[src/hw/rtl/hbkrd_pkg.sv]
// hbkrd_pkg: shared constants and types for the boot keyboard report differ
// no dependencies
package hbkrd_pkg;

    localparam int KEY_SLOTS = 6;
    localparam int MOD_BITS  = 8;
    localparam int CODE_W    = 8;
    localparam int N_EVENTS  = MOD_BITS + 2 * KEY_SLOTS;
    localparam int IN_DATA_W  = ((MOD_BITS + KEY_SLOTS * CODE_W + 7) / 8) * 8;
    localparam int OUT_DATA_W = ((CODE_W + 1 + 7) / 8) * 8;

    localparam logic [CODE_W-1:0] FIRST_KEY_CODE = CODE_W'(4);
    localparam logic [CODE_W-1:0] EMPTY_CODE     = '0;

    typedef logic [CODE_W-1:0] t_code;

    typedef enum logic {
        KIND_KEY = 1'b0,
        KIND_MOD = 1'b1
    } t_kind;

    typedef struct packed {
        logic  valid;
        t_kind kind;
        t_code code;
        logic  pressed;
    } t_event;

    localparam t_event EVENT_NONE = '{valid: 1'b0, kind: KIND_KEY, code: EMPTY_CODE,
                                      pressed: 1'b0};

endpackage

[src/hw/rtl/hbkrd_cell.sv]
// hbkrd_cell: one stage of the event chain, holds one pending event
// depends on hbkrd_pkg
module hbkrd_cell
    import hbkrd_pkg::*;
(
    input  logic   i_clk,
    input  logic   i_rst_n,
    input  logic   i_load,
    input  logic   i_shift,
    input  t_event i_load_ev,
    input  t_event i_next_ev,
    output t_event o_ev
);

    t_event r_ev;
    t_event n_ev;

    always_comb begin
        n_ev = r_ev;
        if (i_load) begin
            n_ev = i_load_ev;
        end else if (i_shift) begin
            n_ev = i_next_ev;
        end
    end

    always_ff @(posedge i_clk) begin
        if (!i_rst_n) begin
            r_ev.valid <= 1'b0;
        end else begin
            r_ev.valid <= n_ev.valid;
        end
        r_ev.kind    <= n_ev.kind;
        r_ev.code    <= n_ev.code;
        r_ev.pressed <= n_ev.pressed;
    end

    assign o_ev = r_ev;

endmodule

[src/hw/rtl/hbkrd_diff.sv]
// hbkrd_diff: stored previous report and comparison against a new report
// depends on hbkrd_pkg
module hbkrd_diff
    import hbkrd_pkg::*;
(
    input  logic                i_clk,
    input  logic                i_rst_n,
    input  logic                i_accept,
    input  logic                i_report_ok,
    input  logic [MOD_BITS-1:0] i_mods,
    input  t_code               i_keys [KEY_SLOTS],
    output t_event              o_events [N_EVENTS]
);

    logic [MOD_BITS-1:0] r_prev_mods;
    t_code               r_prev_keys [KEY_SLOTS];
    logic [MOD_BITS-1:0] w_delta;
    logic                w_rollover;
    logic                w_update;

    assign w_delta  = i_mods ^ r_prev_mods;
    assign w_update = i_accept && i_report_ok && !w_rollover;

    always_comb begin
        logic found;
        w_rollover = 1'b0;
        for (int i = 0; i < MOD_BITS; i++) begin
            o_events[i].valid   = i_report_ok && w_delta[i];
            o_events[i].kind    = KIND_MOD;
            o_events[i].code    = CODE_W'(i);
            o_events[i].pressed = i_mods[i];
        end
        // releases: old codes missing from the new report
        for (int i = 0; i < KEY_SLOTS; i++) begin
            found = 1'b0;
            for (int j = 0; j < KEY_SLOTS; j++) begin
                found = found | (i_keys[j] == r_prev_keys[i]);
            end
            o_events[MOD_BITS + i].valid   = i_report_ok && !found
                                             && (r_prev_keys[i] != EMPTY_CODE);
            o_events[MOD_BITS + i].kind    = KIND_KEY;
            o_events[MOD_BITS + i].code    = r_prev_keys[i];
            o_events[MOD_BITS + i].pressed = 1'b0;
        end
        // presses: new usage codes (FIRST_KEY_CODE and up) missing from the old report
        for (int i = 0; i < KEY_SLOTS; i++) begin
            found = 1'b0;
            for (int j = 0; j < KEY_SLOTS; j++) begin
                found = found | (r_prev_keys[j] == i_keys[i]);
            end
            o_events[MOD_BITS + KEY_SLOTS + i].valid   = i_report_ok && !found
                                                         && (i_keys[i] >= FIRST_KEY_CODE);
            o_events[MOD_BITS + KEY_SLOTS + i].kind    = KIND_KEY;
            o_events[MOD_BITS + KEY_SLOTS + i].code    = i_keys[i];
            o_events[MOD_BITS + KEY_SLOTS + i].pressed = 1'b1;
            if ((i_keys[i] != EMPTY_CODE) && (i_keys[i] < FIRST_KEY_CODE)) begin
                w_rollover = 1'b1;
            end
        end
    end

    always_ff @(posedge i_clk) begin
        if (!i_rst_n) begin
            r_prev_mods <= '0;
            for (int i = 0; i < KEY_SLOTS; i++) begin
                r_prev_keys[i] <= EMPTY_CODE;
            end
        end else if (w_update) begin
            r_prev_mods <= i_mods;
            for (int i = 0; i < KEY_SLOTS; i++) begin
                r_prev_keys[i] <= i_keys[i];
            end
        end
    end

endmodule

[src/hw/rtl/hid_boot_keyboard_report_differ.sv]
// hid_boot_keyboard_report_differ: top level, report in, key events out
// depends on hbkrd_pkg, hbkrd_diff, hbkrd_cell
//
// Each accepted boot keyboard report is compared with the stored previous
// report and all of its events (modifier changes bit 0 to 7, then releases
// in old slot order, then presses in new slot order) are loaded at once into
// a chain of 20 cells, one cell per possible event. The chain moves one cell
// per cycle toward an output register whenever its head cell is empty or the
// output register can take the head event. The input therefore stays busy
// until the report's last event has left the chain, and longer while the
// output side stalls. A report with no events keeps the input ready. A new
// report is accepted as soon as the chain holds no pending event, while the
// last event may still wait in the output register. tlast marks the final
// event of a report. A report with a rollover code (1 to 3) still gives its
// events but leaves the stored report unchanged; a report with tuser low
// gives no events.
module hid_boot_keyboard_report_differ
    import hbkrd_pkg::*;
(
    input  logic                  i_clk,
    input  logic                  i_rst_n,
    input  logic                  s_axis_tvalid,
    output logic                  s_axis_tready,
    input  logic [IN_DATA_W-1:0]  s_axis_tdata,  // modifiers, key_slot0 .. key_slot5
    input  logic                  s_axis_tuser,  // report_ok
    output logic                  m_axis_tvalid,
    input  logic                  m_axis_tready,
    output logic [OUT_DATA_W-1:0] m_axis_tdata,  // event_code, is_pressed, zero fill
    output logic                  m_axis_tuser,  // event_kind
    output logic                  m_axis_tlast   // last_event
);

    logic                w_accept;
    logic                w_advance;
    logic                w_out_ready;
    logic [MOD_BITS-1:0] w_mods;
    t_code               w_keys [KEY_SLOTS];
    t_event              w_events [N_EVENTS];
    t_event              w_cell [N_EVENTS];
    t_event              w_next [N_EVENTS];
    logic [N_EVENTS-1:0] w_pending;

    logic                r_out_valid;
    t_kind               r_out_kind;
    t_code               r_out_code;
    logic                r_out_pressed;
    logic                r_out_last;

    assign w_mods = s_axis_tdata[MOD_BITS-1:0];

    always_comb begin
        for (int i = 0; i < KEY_SLOTS; i++) begin
            w_keys[i] = s_axis_tdata[MOD_BITS + CODE_W * i +: CODE_W];
        end
    end

    assign s_axis_tready = ~|w_pending;
    assign w_accept      = s_axis_tvalid && s_axis_tready;
    assign w_out_ready   = !r_out_valid || m_axis_tready;
    assign w_advance     = !w_cell[0].valid || w_out_ready;

    hbkrd_diff u_diff (
        .i_clk       (i_clk),
        .i_rst_n     (i_rst_n),
        .i_accept    (w_accept),
        .i_report_ok (s_axis_tuser),
        .i_mods      (w_mods),
        .i_keys      (w_keys),
        .o_events    (w_events)
    );

    for (genvar g = 0; g < N_EVENTS; g++) begin : g_chain
        if (g == N_EVENTS - 1) begin : g_tail
            assign w_next[g] = EVENT_NONE;
        end else begin : g_body
            assign w_next[g] = w_cell[g + 1];
        end

        assign w_pending[g] = w_cell[g].valid;

        hbkrd_cell u_cell (
            .i_clk     (i_clk),
            .i_rst_n   (i_rst_n),
            .i_load    (w_accept),
            .i_shift   (w_advance),
            .i_load_ev (w_events[g]),
            .i_next_ev (w_next[g]),
            .o_ev      (w_cell[g])
        );
    end

    always_ff @(posedge i_clk) begin
        if (!i_rst_n) begin
            r_out_valid <= 1'b0;
        end else if (w_out_ready) begin
            r_out_valid <= w_cell[0].valid;
        end
        if (w_out_ready) begin
            r_out_kind    <= w_cell[0].kind;
            r_out_code    <= w_cell[0].code;
            r_out_pressed <= w_cell[0].pressed;
            r_out_last    <= ~|w_pending[N_EVENTS-1:1];
        end
    end

    assign m_axis_tvalid = r_out_valid;
    assign m_axis_tdata  = {{(OUT_DATA_W - CODE_W - 1){1'b0}}, r_out_pressed, r_out_code};
    assign m_axis_tuser  = r_out_kind;
    assign m_axis_tlast  = r_out_last;

endmodule

[config.mk]
export PLATFORM = sky130hd
export DESIGN_NAME = hid_boot_keyboard_report_differ
export DESIGN_NICKNAME = d
export VERILOG_FILES = /design/src/hw/rtl/hbkrd_pkg.sv /design/src/hw/rtl/hbkrd_cell.sv /design/src/hw/rtl/hbkrd_diff.sv /design/src/hw/rtl/hid_boot_keyboard_report_differ.sv
export SDC_FILE = /design/constraint.sdc
export NUM_CORES = 1
export LEC_CHECK = 0
export BUFFER_PORTS_ARGS = -buffer_cell sky130_fd_sc_hd__buf_2
export CAP_MARGIN = 0
export CORE_ASPECT_RATIO = 1.2
export CORE_MARGIN = 2
export CORE_UTILIZATION = 25
export DETAILED_ROUTE_END_ITERATION = 10
export PLACE_DENSITY_LB_ADDON = 0.12
export SYNTH_ARGS = -nofsm -noshare
export SYNTH_HDL_FRONTEND = slang
export SYNTH_HIERARCHICAL = 1
export SYNTH_SLANG_ARGS = --single-unit
[constraint.sdc]
create_clock -name i_clk -period 13.94 [get_ports i_clk]
set_input_delay 2.788 -clock i_clk [delete_from_list [all_inputs] [get_ports i_clk]]
set_output_delay 2.788 -clock i_clk [all_outputs]
set_load 0.02 [all_outputs]
; ---- Word-level counts from Yosys, hierarchy flattened
; Memory sizes are Yosys's and may differ from the RTL's.
; Index checks and enable logic that the tools add are counted.
[word_totals]
register_bits = 222
mem_bits_rw = 48
input_bits = 61
out_inout_bits = 20
wordCells = 351
memories = 1
[mem_list]
columns = memory, depth, word_bits, read_ports, rd_clocked_by_memory_dff, wr, line
row1 = u_diff.r_prev_keys, 6, 8, 6, 0, 6, hbkrd_diff.sv:16  ; t_code r_prev_keys [KEY_SLOTS];
[classes]
n_lt_le_gt_ge = 12
eq_ne = 72
n_mux = 56
bitwise = 67
n_reduce_logical = 75
[op_table]
columns = op, n
row1 = $eq 8x8->1, 72
row2 = $mux 11, 40
row3 = $reduce_bool 8->1, 12
row4 = $or 1x1->1, 66
row5 = $ge 8x3->1 const B, 6
row6 = $lt 8x3->1 const B, 6
row7 = $mux 8, 6
row8 = $logic_and 1x1->1, 41
row9 = $reduce_or 20->1, 1
row10 = $reduce_or 19->1, 1
row11 = $logic_not 1->1, 17
row12 = $mux 1, 10
row13 = $xor 8x8->8, 1
row14 = $logic_or 1x1->1, 2
row15 = $reduce_bool 2->1, 1

; ---- Depth between registers and ports, before layout
[depth]
ltp_word = 14
ltp_mapped = 10
ltp_nobuf = 8

; ---- Cells and area by module
; The synthesis kept the hierarchy.
[modules_own_cells]
columns = module, instances, cells_per_inst, area_per_inst_um2, seq_area_each_um2
row1 = hbkrd_cell, 20, 26, 511.7, 320.3
row2 = hbkrd_diff, 1, 866, 7310.8, 1601.5
row3 = hid_boot_keyboard_report_differ, 1, 35, 503.0, 350.3

; ---- Worst setup path after synthesis
; OpenSTA, ideal clock, no wires.
[synth_path]
path_kind = in2reg
startpoint = input s_axis_tvalid
endpoint = memory u_diff/r_prev_keys[0][0] in the netlist's numbering (enable)
setup_time_ns = 0.460
t_arrival_ns = 10.397
required_time_ns = 13.480
path_slack_ns = 3.083
cell_stages = 6
path_buffers = 0
cell_sequence = inv_1 > nor4_2 > nand2_1 > a31o_1 > a211o_2 > o21ai_1
[synth_lines]
columns = element, line
row1 = "start, declared", hid_boot_keyboard_report_differ.sv:22  ; input logic s_axis_tvalid,
row2 = "end, declared", hbkrd_diff.sv:16

; ---- Worst setup path after layout
[layout_path]
startpoint = input s_axis_tvalid
endpoint = register g_chain[4].u_cell.r_ev (netlist bit g_chain[4].u_cell/o_ev[4]) (enable)
[layout_between]
elab_chain_cells = 1
[layout_rtl]
columns = element, line
row1 = $logic_and 1x1->1, hid_boot_keyboard_report_differ.sv:58  ; assign w_accept = s_axis_tvalid && s_axis_tready;
row2 = named net w_accept, hid_boot_keyboard_report_differ.sv:33  ; logic w_accept;
row3 = "end, declared", hbkrd_cell.sv:15  ; t_event r_ev;
; The timed path passes the listed nets, and every way through them passes these cells.
; A chain may end at the register's enable or synchronous reset.

==> flow_summary.html <==
<table>
<tr><th>Metric</th><th>Value</th></tr>
<tr><th colspan="2">Clock tree</th></tr>
<tr><td>Source-to-sink clock delay at the later pin of the worst-skew pair</td><td>0.56 ns</td></tr>
<tr><td>Number of instances resized during post-cts repair</td><td>0</td></tr>
<tr><td>Max Root-Sink Buffers</td><td>3</td></tr>
<tr><td>Setup repair bufs after CTS</td><td>0</td></tr>
<tr><td>Clock tree from TritonCTS</td><td>built</td></tr>
<tr><td>Buffer type at the clock tree root</td><td>sky130_fd_sc_hd__clkbuf_16</td></tr>
<tr><td>TritonCTS buffer count</td><td>38</td></tr>
<tr><td>Total of hold buffers inserted after clock tree synthesis</td><td>0</td></tr>
<tr><td>Clock edge transition at the registers on the reported setup and hold paths</td><td>roughly 0.060 ns</td></tr>
<tr><td>Maximum level of the CTS H-tree</td><td>2</td></tr>
<tr><td>Clock sink count</td><td>288</td></tr>
<tr><th colspan="2">Worst setup path</th></tr>
<tr><td>Top fanout value on the critical path</td><td>about 70</td></tr>
<tr><td>Worst r2r path cells</td><td>6</td></tr>
<tr><td>Crit-path cells</td><td>buf_2, inv_1, nor4_4, buf_4, buf_4, or2_2</td></tr>
<tr><td>Critical path data arrival time</td><td>5.52 ns</td></tr>
<tr><td>Capturing element type of the critical path</td><td>flop</td></tr>
<tr><td>Most numerous cell on the critical path</td><td>sky130_fd_sc_hd__buf_4</td></tr>
<tr><td>Slowest Stage Delay on Critical Path</td><td>0.96 ns</td></tr>
<tr><td>Worst setup path class</td><td>in -&gt; reg</td></tr>
<tr><td>Critical Path Source Type</td><td>primary input</td></tr>
<tr><td>Slowest cell on crit path</td><td>sky130_fd_sc_hd__buf_4</td></tr>
<tr><td>Data required time at the worst endpoint</td><td>between 10 and 15 ns</td></tr>
<tr><th colspan="2">Die</th></tr>
<tr><td>Top-level I/O count</td><td>81</td></tr>
<tr><td>Number of placement rows</td><td>~110</td></tr>
<tr><td>DIE HEIGHT</td><td>slightly below 300 um</td></tr>
<tr><td>Die ar.</td><td>approximately 74000 um2</td></tr>
<tr><td>Area of the core</td><td>71200 um2</td></tr>
<tr><td>Die width</td><td>roughly 250 um</td></tr>
<tr><td>Initial core utilization</td><td>between 20% and 30%</td></tr>
<tr><th colspan="2">Global routing</th></tr>
<tr><td>Number of antenna violations at the first check in global routing</td><td>1</td></tr>
<tr><td>First-pass GRT wire length</td><td>72.6 mm</td></tr>
<tr><td>Pin count of the biggest net entering global routing</td><td>73</td></tr>
<tr><td>Overflow left after global routing</td><td>0</td></tr>
<tr><td>GR Util All Layers</td><td>13.4%</td></tr>
<tr><td>Number of global-route vias before repair</td><td>10.2k</td></tr>
<tr><th colspan="2">Timing</th></tr>
<tr><td>Upper clock frequency limit</td><td>189 MHz</td></tr>
<tr><td>Skew final</td><td>0.0307 ns</td></tr>
<tr><td>Setup TNS</td><td>0 ns</td></tr>
<tr><td>Share of the cycle needed by the critical path after routing</td><td>38.0%</td></tr>
<tr><td>Unrepaired setup endpoints after global routing</td><td>no</td></tr>
<tr><td>Pins Over Slew Limit</td><td>0</td></tr>
<tr><td>Slew of the pin with the lowest slew margin</td><td>1.12 ns</td></tr>
<tr><td>Time the worst path needs with I/O delays and setup</td><td>5.30 ns</td></tr>
<tr><td>Rel. slew slack</td><td>about a quarter</td></tr>
<tr><td>Final-report setup violation count</td><td>0</td></tr>
<tr><td>Hold Fails Final Rpt</td><td>0</td></tr>
<tr><th colspan="2">Yosys</th></tr>
<tr><td>Number of synthesized register bits</td><td>288</td></tr>
<tr><td>Count of flip-flops with a built-in enable after synthesis</td><td>259</td></tr>
<tr><td>Synthesized cell area</td><td>about 18000 um2</td></tr>
<tr><td>Distinct cells, synth</td><td>40</td></tr>
<tr><td>Part of the Yosys area used for sequential elements</td><td>46.3%</td></tr>
<tr><td>Share of synthesized flip-flops with an asynchronous set or reset</td><td>0%</td></tr>
<tr><td>Mean instance size in the synthesized netlist</td><td>roughly 13 um2</td></tr>
<tr><td>Total number of yosys warnings</td><td>6</td></tr>
<tr><td>Most frequently used flop master after synthesis</td><td>sky130_fd_sc_hd__edfxtp_1</td></tr>
<tr><td>Gate count of the mapped netlist</td><td>~1.4k</td></tr>
<tr><th colspan="2">Final layout</th></tr>
<tr><td>Fraction of layout instances using a drive strength above 1</td><td>27.5%</td></tr>
<tr><td>Count of inserted antenna diode cells</td><td>0</td></tr>
<tr><td>Layout fillers</td><td>7428</td></tr>
<tr><td>Area Growth Syn to Fin</td><td>7.53%</td></tr>
<tr><td>Final net count</td><td>1431</td></tr>
<tr><td>Final design instance area without fill</td><td>roughly 19000 um2</td></tr>
<tr><th colspan="2">Detailed routing</th></tr>
<tr><td>DRC</td><td>0</td></tr>
<tr><td>Total number of vias</td><td>roughly 9.9k</td></tr>
<tr><td>Final Routed Wirelength</td><td>50.9 mm</td></tr>
<tr><td>First-pass detailed-route iteration total</td><td>4</td></tr>
<tr><td>Initial DRC count</td><td>507</td></tr>
<tr><td>Remaining antenna violation count after routing</td><td>0</td></tr>
<tr><td>Drt wl/cell</td><td>21.9 um</td></tr>
<tr><td>Ratio of routed vias to standard cells</td><td>4.26</td></tr>
<tr><th colspan="2">Power and ir drop</th></tr>
<tr><td>Final Total Pwr</td><td>3690 uW</td></tr>
<tr><td>Leakage dissipation</td><td>between 0.007 and 0.008 uW</td></tr>
<tr><td>Max rail drop VDD</td><td>0.0910 mV</td></tr>
<tr><td>PwrDens</td><td>190 nW/um2</td></tr>
<tr><th colspan="2">Placement</th></tr>
<tr><td>Cell area reported after detailed placement</td><td>18200 um2</td></tr>
<tr><td>Routability Congestion</td><td>a little over 0.8</td></tr>
<tr><td>HPWL reported at the end of detailed placement</td><td>36.0 mm</td></tr>
<tr><td>Buffers on Ports</td><td>73</td></tr>
<tr><th colspan="2">Run status</th></tr>
<tr><td>Result of the run</td><td>finished clean</td></tr>
<tr><th colspan="2">Hold path</th></tr>
<tr><td>Worst Hold Class</td><td>reg -&gt; reg</td></tr>
<tr><td>Hold-critical path depth</td><td>0</td></tr>
<tr><th colspan="2">Job</th></tr>
<tr><td>Max Cap Violations</td><td>0</td></tr>
</table>
## layer usage
layer | GRT usage [%] | vias up | share of wire (%)
met3 | 2.39 | 105 | 3.8
li1 | - | 4616 | -
met2 | 25.2 | 250 | 53
met4 | 5.52 | 2 | 3.9
met1 | 14.9 | 4918 | 39
met5 | 0 | - | 0.026
## area by class of cell
cell class	count	area, um2	share of cell area, %
flip-flops and latches	288	8360	43.1
inverters	3	11.3	0.0580
multi-input cells	957	8260	42.6
well taps	926	1160	5.97
clock inverters	21	201	1.04
repair buffers	82	435	2.24
clock buffers	47	985	5.07
## cells in the mapped netlist (all sizes together) (2+ instances only)
master	count	area, um2
a2111oi	5	43.8
a211o	3	28.8
and2	56	350
buf	218	1620
clkbuf	66	248
conb	3	11.3
dfxtp	29	581
edfxtp	259	7780
inv	3	11.3
mux2	220	3150
mux2i	8	80.1
nand2	41	154
nand2b	20	125
nand4	40	250
nor2	16	67.6
nor3	7	40.0
nor4	69	438
o211a	20	200
o21ai	7	35.0
or2	23	144
or3	2	17.5
or4	5	37.5
xnor2	120	1050
xor2	176	1540
## where the power goes
part / switching, uW / internal [uW] / leakage, uW
clock network: 392 / 545 / 0.000578
logic: 401 / 655 / 0.00403
registers: 267 / 1430 / 0.00299
total: 1060 / 2630 / 0.00760
## state kept, by name, indices dropped and copies added, names as in the netlist
register and count:
r_out_code 8, m_axis_tvalid 1, m_axis_tlast 1, u_diff/r_prev_mods 8
m_axis_tuser 1, r_out_pressed 1, u_diff/r_prev_keys 48, g_chain.u_cell/o_ev 220
## placed cells by master, fill, tap and decap left out, types with 9 or more instances in the layout
cell	n
sky130_fd_sc_hd__and2_1	56
sky130_fd_sc_hd__o211a_1	20
sky130_fd_sc_hd__nand2_1	40
sky130_fd_sc_hd__dfxtp_1	29
sky130_fd_sc_hd__nand2b_1	20
sky130_fd_sc_hd__mux2_2	40
sky130_fd_sc_hd__conb_1	114
sky130_fd_sc_hd__edfxtp_1	259
sky130_fd_sc_hd__mux2_4	180
sky130_fd_sc_hd__nand4_1	40
sky130_fd_sc_hd__nor2_1	15
sky130_fd_sc_hd__buf_2	73
sky130_fd_sc_hd__clkbuf_1	9
sky130_fd_sc_hd__or2_2	22
sky130_fd_sc_hd__xnor2_1	120
sky130_fd_sc_hd__xor2_1	176
sky130_fd_sc_hd__clkbuf_16	38
sky130_fd_sc_hd__nor4_1	68
## logic make-up (layout without fill, tap and decap cells)
family	Yosys count	after routing	synth area share, %
xor gates and xnor gates	296	296	14.4
DFF	288	288	46.3
buffers and inverters	287	153	10.4
and+or+nand+nor	281	281	9.09
muxes	228	228	17.9
AOI/OAI and AO/OA	38	38	1.85
other	3	114	0.0624
## stage by stage
step | util (%) | setup WS [ns] | cells | hold WS (ns)
after global routing | 27.2 | 8.46 | 2324 | 0.428
after floorplan | - | 3.08 | 1532 | 0.400
after global placement | 25.6 | 8.09 | 2255 | 0.405
after CTS | 27.2 | 8.63 | 2324 | 0.421
after detailed placement | 25.6 | 8.06 | 2256 | 0.408
final | 27.2 | 8.64 | 2324 | 0.419
## final timing paths
check | from | endpoint | slack [ns]
min | g_chain[0].u_cell/o_ev[9]$_DFFE_PP_ | m_axis_tuser$_DFFE_PP_ | 0.42
min reg2reg | g_chain[0].u_cell/o_ev[9]$_DFFE_PP_ | m_axis_tuser$_DFFE_PP_ | 0.42
max reg2reg | g_chain[8].u_cell/o_ev[10]$_SDFFE_PN0P_ | g_chain[4].u_cell/o_ev[4]$_DFFE_PP_ | 10.12
max | s_axis_tvalid | g_chain[4].u_cell/o_ev[4]$_DFFE_PP_ | 8.64
## critical path, delay by kind of cell
| kind | cells | cell delay, ns |
|---|---|---|
| buf+inv | 4 | 1.93 |
| simple gates | 2 | 0.72 |
No activity file was read; power rests on OpenSTA's default activity.
